### src/bxds_pkg.sv
package bxds_pkg;

   localparam int NUM_CH       = 3;
   localparam int PIX_W        = 8;
   localparam int FACTOR_REG_W = 5;
   localparam int SIZE_REG_W   = 13;
   localparam int CSR_DATA_W   = 13;
   localparam int CSR_IDX_W    = 2;

   localparam logic [FACTOR_REG_W-1:0] FACTOR_RESET = 5'd4;
   localparam logic [SIZE_REG_W-1:0]   SIZE_RESET   = 13'd4096;

   typedef logic [PIX_W-1:0] pixel_type;

   // register map of the csr port
   typedef enum logic [CSR_IDX_W-1:0] {
      CSR_SCALE  = 2'd0,
      CSR_WIDTH  = 2'd1,
      CSR_HEIGHT = 2'd2
   } csr_reg_type;

   // controller -> datapath
   typedef struct packed {
      logic accept;
      logic merge;
      logic div_start;
      logic load_out;
   } bxds_cmd_type;

   // datapath -> controller
   typedef struct packed {
      logic acc_hit;
      logic out_pending;
      logic div_busy;
      logic out_free;
   } bxds_status_type;

endpackage

### src/bxds_ctrl.sv
module bxds_ctrl (
   input  logic                      clock,
   input  logic                      reset,
   input  logic                      req_valid,
   output logic                      req_ready,
   input  bxds_pkg::bxds_status_type status,
   output bxds_pkg::bxds_cmd_type    cmd
);
   import bxds_pkg::*;

   typedef enum logic [2:0] {
      ST_IDLE   = 3'b001,
      ST_MERGE  = 3'b010,
      ST_DIVIDE = 3'b100
   } state_type;

   state_type state_ff, state_in;

   always_comb begin
      cmd      = '0;
      state_in = state_ff;
      case (state_ff)
         ST_IDLE: begin
            cmd.accept = req_valid;
            if (req_valid && status.acc_hit) begin
               state_in = ST_MERGE;
            end
         end
         ST_MERGE: begin
            cmd.merge = 1'b1;
            if (status.out_pending) begin
               cmd.div_start = 1'b1;
               state_in      = ST_DIVIDE;
            end else begin
               state_in = ST_IDLE;
            end
         end
         ST_DIVIDE: begin
            if (!status.div_busy && status.out_free) begin
               cmd.load_out = 1'b1;
               state_in     = ST_IDLE;
            end
         end
         default: begin
            state_in = ST_IDLE;
         end
      endcase
   end

   always_ff @(posedge clock) begin
      if (reset) begin
         state_ff <= ST_IDLE;
      end else begin
         state_ff <= state_in;
      end
   end

   assign req_ready = (state_ff == ST_IDLE);

endmodule

### config.mk
export PLATFORM = sky130hd
export DESIGN_NAME = bxds_ctrl
export DESIGN_NICKNAME = d
export VERILOG_FILES = /design/src/bxds_pkg.sv /design/src/bxds_ctrl.sv
export SDC_FILE = /design/constraint.sdc
export NUM_CORES = 1
export LEC_CHECK = 0
export ABC_AREA = 1
export BUFFER_PORTS_ARGS = -buffer_cell sky130_fd_sc_hd__buf_4
export CAP_MARGIN = 5
export CORE_AREA = 2 2 39 41
export CTS_CLUSTER_SIZE = 30
export DETAILED_ROUTE_END_ITERATION = 8
export DIE_AREA = 0 0 41 43
export HOLD_SLACK_MARGIN = 0.1
export PLACE_DENSITY_LB_ADDON = 0.2
export SETUP_SLACK_MARGIN = 0.05
export SYNTH_ARGS = -nofsm -noshare
export SYNTH_HDL_FRONTEND = slang
export SYNTH_SLANG_ARGS = --single-unit
### constraint.sdc
create_clock -name clock -period 0.8 [get_ports clock]
set_input_delay 0.04 -clock clock [delete_from_list [all_inputs] [get_ports clock]]
set_output_delay 0.04 -clock clock [all_outputs]
set_load 0.01 [all_outputs]
==> results.cfg, run 1 <==
[yosys]
yosysMostFrequentCell = inv_1
synthArstFlopShare = 0
syn_nets = 35
yosys-top-cells-count = inv_1, nand2_1, nor2_1
yosys_warnings = 0
synthesis.area_sq_um = 183.9
synth_area_leader_cell = dfxtp_1
synth-main-ff-cell = dfxtp_1
synth_edf_count = 0
ys_types = 11
yosys-top-cells-area = dfxtp_1, inv_1, nand2_1, nand3_1, nor2_1
syn_inst = 28
syn_area_per_cell_sq_um = 6.569
synth_top_area_share = 0.3265
seq_area_frac_synth = 0.3265
ys_seq_elements = 3

[sta]
finalSetupViolations = 8
slew_headroom = 0.8808
clock_skew_ns = 0.002609
final-hold-violation-count = 0
fin_crit_sh = 1.312
final_max_slew_viol_count = 0
clock.fmax_ghz = 0.9525
fin_crit_ns = 1.050
rsz0062_at_grt = yes
fin_ws_ns = -0.2498
tightestPinTransition_ns = 0.1775

[route]
drc = 0
wl_per_cell_microns = 8.531
routed-via-count = 236
final_antenna_net_count = 0
first_iter_violations = 4
first_pass_iters = 4
wirelength_microns = 546
viasPerCell = 3.688

[finish]
reg.largest.list = state_ff (3)
syn_to_final_growth_pct = 123.8
drive_gt1_frac = 0.6667
fillers = 151
regMostFlops = state_ff
fin_nets = 56
antenna_cells = 0
largest_reg_flops = 3
final_cells = 64

[pwr]
intPower_uw = 433.5
comb_power_share = 0.254
leakage_nw = 0.2094
p_clk_frac = 0.446
switchingPower_uw = 155.5
seqPwrFrac = 0.300
ir_drop_mv = 0.8241
p_sw_frac = 0.2640
power_density_nw_per_um2 = 1431

[placed_design]
routabilityCongestion = 0.6201
port_buffers = 11
dpl.hpwl_microns = 365.4
place_worst_setup_slack_ns = -0.05407
dp_cells = 55

[clock_network]
h-tree-depth = 1
cts_tree = built
cts_inserted_buffers = 3
cts_sinks = 3
cts.path.max_buffers = 2
clk_pin_slew_ns = 0.04
root_buffer = clkbuf_4
clk_latency_ns = 0.23

[global_route]
grt_antenna_before_repair = 0
grt_first_pass_wirelength_microns = 793
grt_overflow = 0
first_global_vias = 213
grtUsageTotal = 0.07014
grt_max_degree = 7

[floorplanning]
die_w_microns = 41
ios = 12
die_height_microns = 43
dieArea_sq_um = 1763
fp.coreArea_sq_um = 1384
initial_core_util = 0.1329
rows = 14

[worst_setup_path]
arrival_ns = 1.01
worstReg2RegStart = state_ff[1]$_SDFFE_PP0P_
crit_path_top_delay_cell = dfxtp_4
critPathLaunchType = flop
slowest_delay_ns = 0.37
cp_num_cells = 2
cp_top_family = flip-flops
r2r.worst_path.cells = 5
cp_cell_sequence = nor4_4, buf_4
path_class = reg2out
crit_start = state_ff[0]$_SDFFE_PP1P_
cp_max_fo = 5
worst_setup_path_end_kind = primary output
crit_buf_inv = 1
crit_required_ns = 0.76

[run]
maxCapViolCount = 0

[run_status]
status = finished, violations left
violations = setup timing

[min_path]
min_from = status[2]
whs_path_depth = 3
min_path_type = in2reg
==> area by class of cell <==
cell class              instances  area (sq um)  share of cell area
repair buffers                 17         137.6              0.3343
inverters                       6         22.52             0.05471
multi-input cells              18         136.4              0.3313
clock buffers                   4         26.28             0.06383
well taps                      16         20.02             0.04863
flip-flops and latches          3         68.82              0.1672
==> repair_timing <==
item	4_1_cts	5_1_grt
hold buffers	1	0
setup endpoints to repair	8	8
pin swaps	3	3
resized for setup	4	5
endpoints found under the hold margin	3	0
setup buffers	3	1
==> worst min-delay path, delay by kind of cell <==
family / cells / cell delay [ns]
compound gates: 1 / 0.06
buf+inv: 1 / 0.11
simple gates: 1 / 0.07
==> metal layers <==
metal / vias to the layer above / share of wire / global-route usage / wire length (microns)
met2: 9 / 0.48 / 0.1000 / 263
li1: 127 / - / - / -
met4: 0 / 0 / 0.02000 / 0
met1: 100 / 0.42 / 0.07348 / 231
met3: 0 / 0.095 / 0.06283 / 52
met5: - / 0 / 0 / 0
==> cell families (layout without fill, tap and decap cells) <==
kind of cell,count (synthesis),after routing,synth area share
DFF,3,3,0.3265
and+or+nand+nor,16,16,0.4558
buffers and inverters,7,27,0.1633
AOI/OAI and AO/OA,2,2,0.05442
==> power groups by stage <==
stage	sequential (mW)	combinational, mW	clock, mW
final	0.177	0.150	0.263
after detailed placement	0.178	0.104	0
after floorplan	0.175	0.0546	0
after global routing	0.178	0.164	0.298
after CTS	0.172	0.136	0.272
after global placement	0.178	0.103	0
==> path summary, 6_finish.rpt <==
path | end | slack, ns
max | cmd[0] | -0.25
min | state_ff[2]$_SDFFE_PP0P_ | 0.10
max reg2reg | state_ff[0]$_SDFFE_PP1P_ | -0.16
min reg2reg | state_ff[2]$_SDFFE_PP0P_ | 0.57
==> metrics by stage <==
stage	hold WS [ns]	power (mW)	util	setup TNS [ns]	instance area (sq um)
CTS	0.08896	0.5801	0.2740	-1.435	379.1
floorplan	0.1017	0.2291	-	0	201.4
global placement	0.2151	0.2814	0.2197	-0.07007	304.0
global route	0.1124	0.6396	0.2975	-1.891	411.6
detailed placement	0.2108	0.2813	0.2197	-0.06527	304.0
finish	0.1028	0.5890	0.2975	-1.436	411.6
==> layout by cell type (no fill, tap or decap), types with 2 or more instances in the layout <==
cell type / n
inv_1: 5
dfxtp_4: 2
nor2_4: 2
nand2_1: 4
clkbuf_4: 3
buf_4: 14
nor2_1: 2
buf_6: 2
nand3_2: 4
a21oi_1: 2
No activity file was read; power rests on OpenSTA's default activity.
==> run 2: changes to the inputs <==
Settings changed: BUFFER_PORTS_ARGS -buffer_cell sky130_fd_sc_hd__buf_4 to -buffer_cell sky130_fd_sc_hd__clkbuf_2.
==> results.cfg, run 2 (synthesized netlist as in run 1, its figures left out) <==
[worst_setup_path]
arrival_ns = 1.00
slowest_delay_ns = 0.36
crit_path_top_delay_cell = dfxtp_4
cp_cell_sequence = nand3b_1, nor2_1, buf_2
worst_setup_path_end_kind = primary output
critPathLaunchType = flop
crit_required_ns = 0.76
cp_max_fo = 5
path_class = reg2out

[global_route]
grtUsageTotal = 0.07322
grt_max_degree = 6
first_global_vias = 233
grt_overflow = 0
grt_first_pass_wirelength_microns = 848
grt_antenna_before_repair = 0

[finish]
reg.largest.list = state_ff (3)
final_common_cell = clkbuf_2
regMostFlops = state_ff
drive_gt1_frac = 0.6809
final_cells = 63
final_cell_mix = clkbuf_2, nand2_1, inv_1
utilization = 0.2875
antenna_cells = 0
fillers = 166
fin_nets = 55
syn_to_final_growth_pct = 116.3
largest_reg_flops = 3

[sta]
fin_tns_setup_ns = -1.440
fin_ws_ns = -0.2420
rsz0062_at_grt = yes
tightestPinTransition_ns = 0.1755
clock_skew_ns = 0.001108
clock.fmax_ghz = 0.9597
final-hold-violation-count = 0
fin_crit_ns = 1.042
final_max_slew_viol_count = 0
fin_crit_sh = 1.303
finalSetupViolations = 8
slew_headroom = 0.8820

[floorplanning]
fp.coreArea_sq_um = 1384
initial_core_util = 0.1329
rows = 14
die_w_microns = 41
dieArea_sq_um = 1763
ios = 12
die_height_microns = 43

[min_path]
min_path_type = in2reg

[route]
wl_met3_microns = 41
wirelength_microns = 547
highest_layer = met3
first_iter_violations = 0
wl_met2_microns = 284
viasPerCell = 3.762
drc = 0
final_antenna_net_count = 0
wl_per_cell_microns = 8.683
wl_met1_microns = 220
first_pass_iters = 1
routed-via-count = 237

[clock_network]
h-tree-depth = 1
cts.path.max_buffers = 2
clk_pin_slew_ns = 0.04
clk_latency_ns = 0.23
cts_inserted_buffers = 3
cts_tree = built
root_buffer = clkbuf_4
cts_sinks = 3

[pwr]
p_sw_frac = 0.2749
leakage_nw = 0.2021
ir_drop_mv = 0.5009
finalPower_uw = 573.3
p_clk_frac = 0.467
switchingPower_uw = 157.6
comb_power_share = 0.237
intPower_uw = 415.7
seqPwrFrac = 0.297
power_density_nw_per_um2 = 1441

[run]
maxCapViolCount = 0

[placed_design]
dp_cells = 55
place_worst_setup_slack_ns = -0.03067
port_buffers = 11
dpl.hpwl_microns = 347.2
routabilityCongestion = 0.6198

[run_status]
status = finished, violations left
violations = setup timing
==> run 2: cell type report <==
cell class / count / area (sq um) / area share
clock buffer: 4 / 26.28 / 0.06604
inverter: 6 / 25.02 / 0.06289
multi-input combinational: 18 / 135.1 / 0.3396
sequential: 3 / 71.32 / 0.1792
tap: 16 / 20.02 / 0.05031
timing repair buffer: 16 / 120.1 / 0.3019
==> run 2: layer usage <==
layer,up-vias,GRT usage
met5,-,0
met4,0,0.02000
met3,0,0.04712
met2,9,0.1219
met1,104,0.07051
li1,124,-
==> run 2: timing repair <==
| action | in CTS | in global routing |
|---|---|---|
| pin swaps | 2 | 6 |
| hold endpoints to repair | 3 | 0 |
| gates resized for setup | 4 | 13 |
| cloned | 0 | 0 |
| hold buffers | 1 | 0 |
| setup endpoints to repair | 8 | 8 |
| setup buffers | 2 | 2 |
==> run 2: worst paths after layout <==
path / cells past startpoint / endpoint / start / slack [ns]
min reg2reg: 3 / state_ff[2]$_SDFFE_PP0P_ / state_ff[2]$_SDFFE_PP0P_ / 0.60
max: 3 / cmd[3] / state_ff[1]$_SDFFE_PP0P_ / -0.24
max reg2reg: 5 / state_ff[0]$_SDFFE_PP1P_ / state_ff[1]$_SDFFE_PP0P_ / -0.14
min: 3 / state_ff[2]$_SDFFE_PP0P_ / status[2] / 0.11
==> run 2: critical path: cells and delay by family, from the launching register on <==
family | cells | cell delay, ns
buf+inv | 1 | 0.13
flops | 1 | 0.36
simple gates | 2 | 0.28
==> run 2: power groups by stage <==
stage	clock network [mW]	registers, mW	logic (mW)
2_1_floorplan	0	0.175	0.0546
3_3_place_gp	0	0.177	0.0889
3_5_place_dp	0	0.177	0.0878
4_1_cts	0.280	0.172	0.121
5_1_grt	0.300	0.171	0.150
6_report	0.268	0.170	0.136
==> run 2: stage by stage <==
| step | area [sq um] | hold WS (ns) |
|---|---|---|
| 2_1_floorplan | 201.4 | 0.1017 |
| 3_5_place_dp | 276.5 | 0.2371 |
| 4_1_cts | 357.8 | 0.07731 |
| 3_3_place_gp | 276.5 | 0.2389 |
| 6_report | 397.9 | 0.1112 |
| 5_1_grt | 397.9 | 0.1135 |
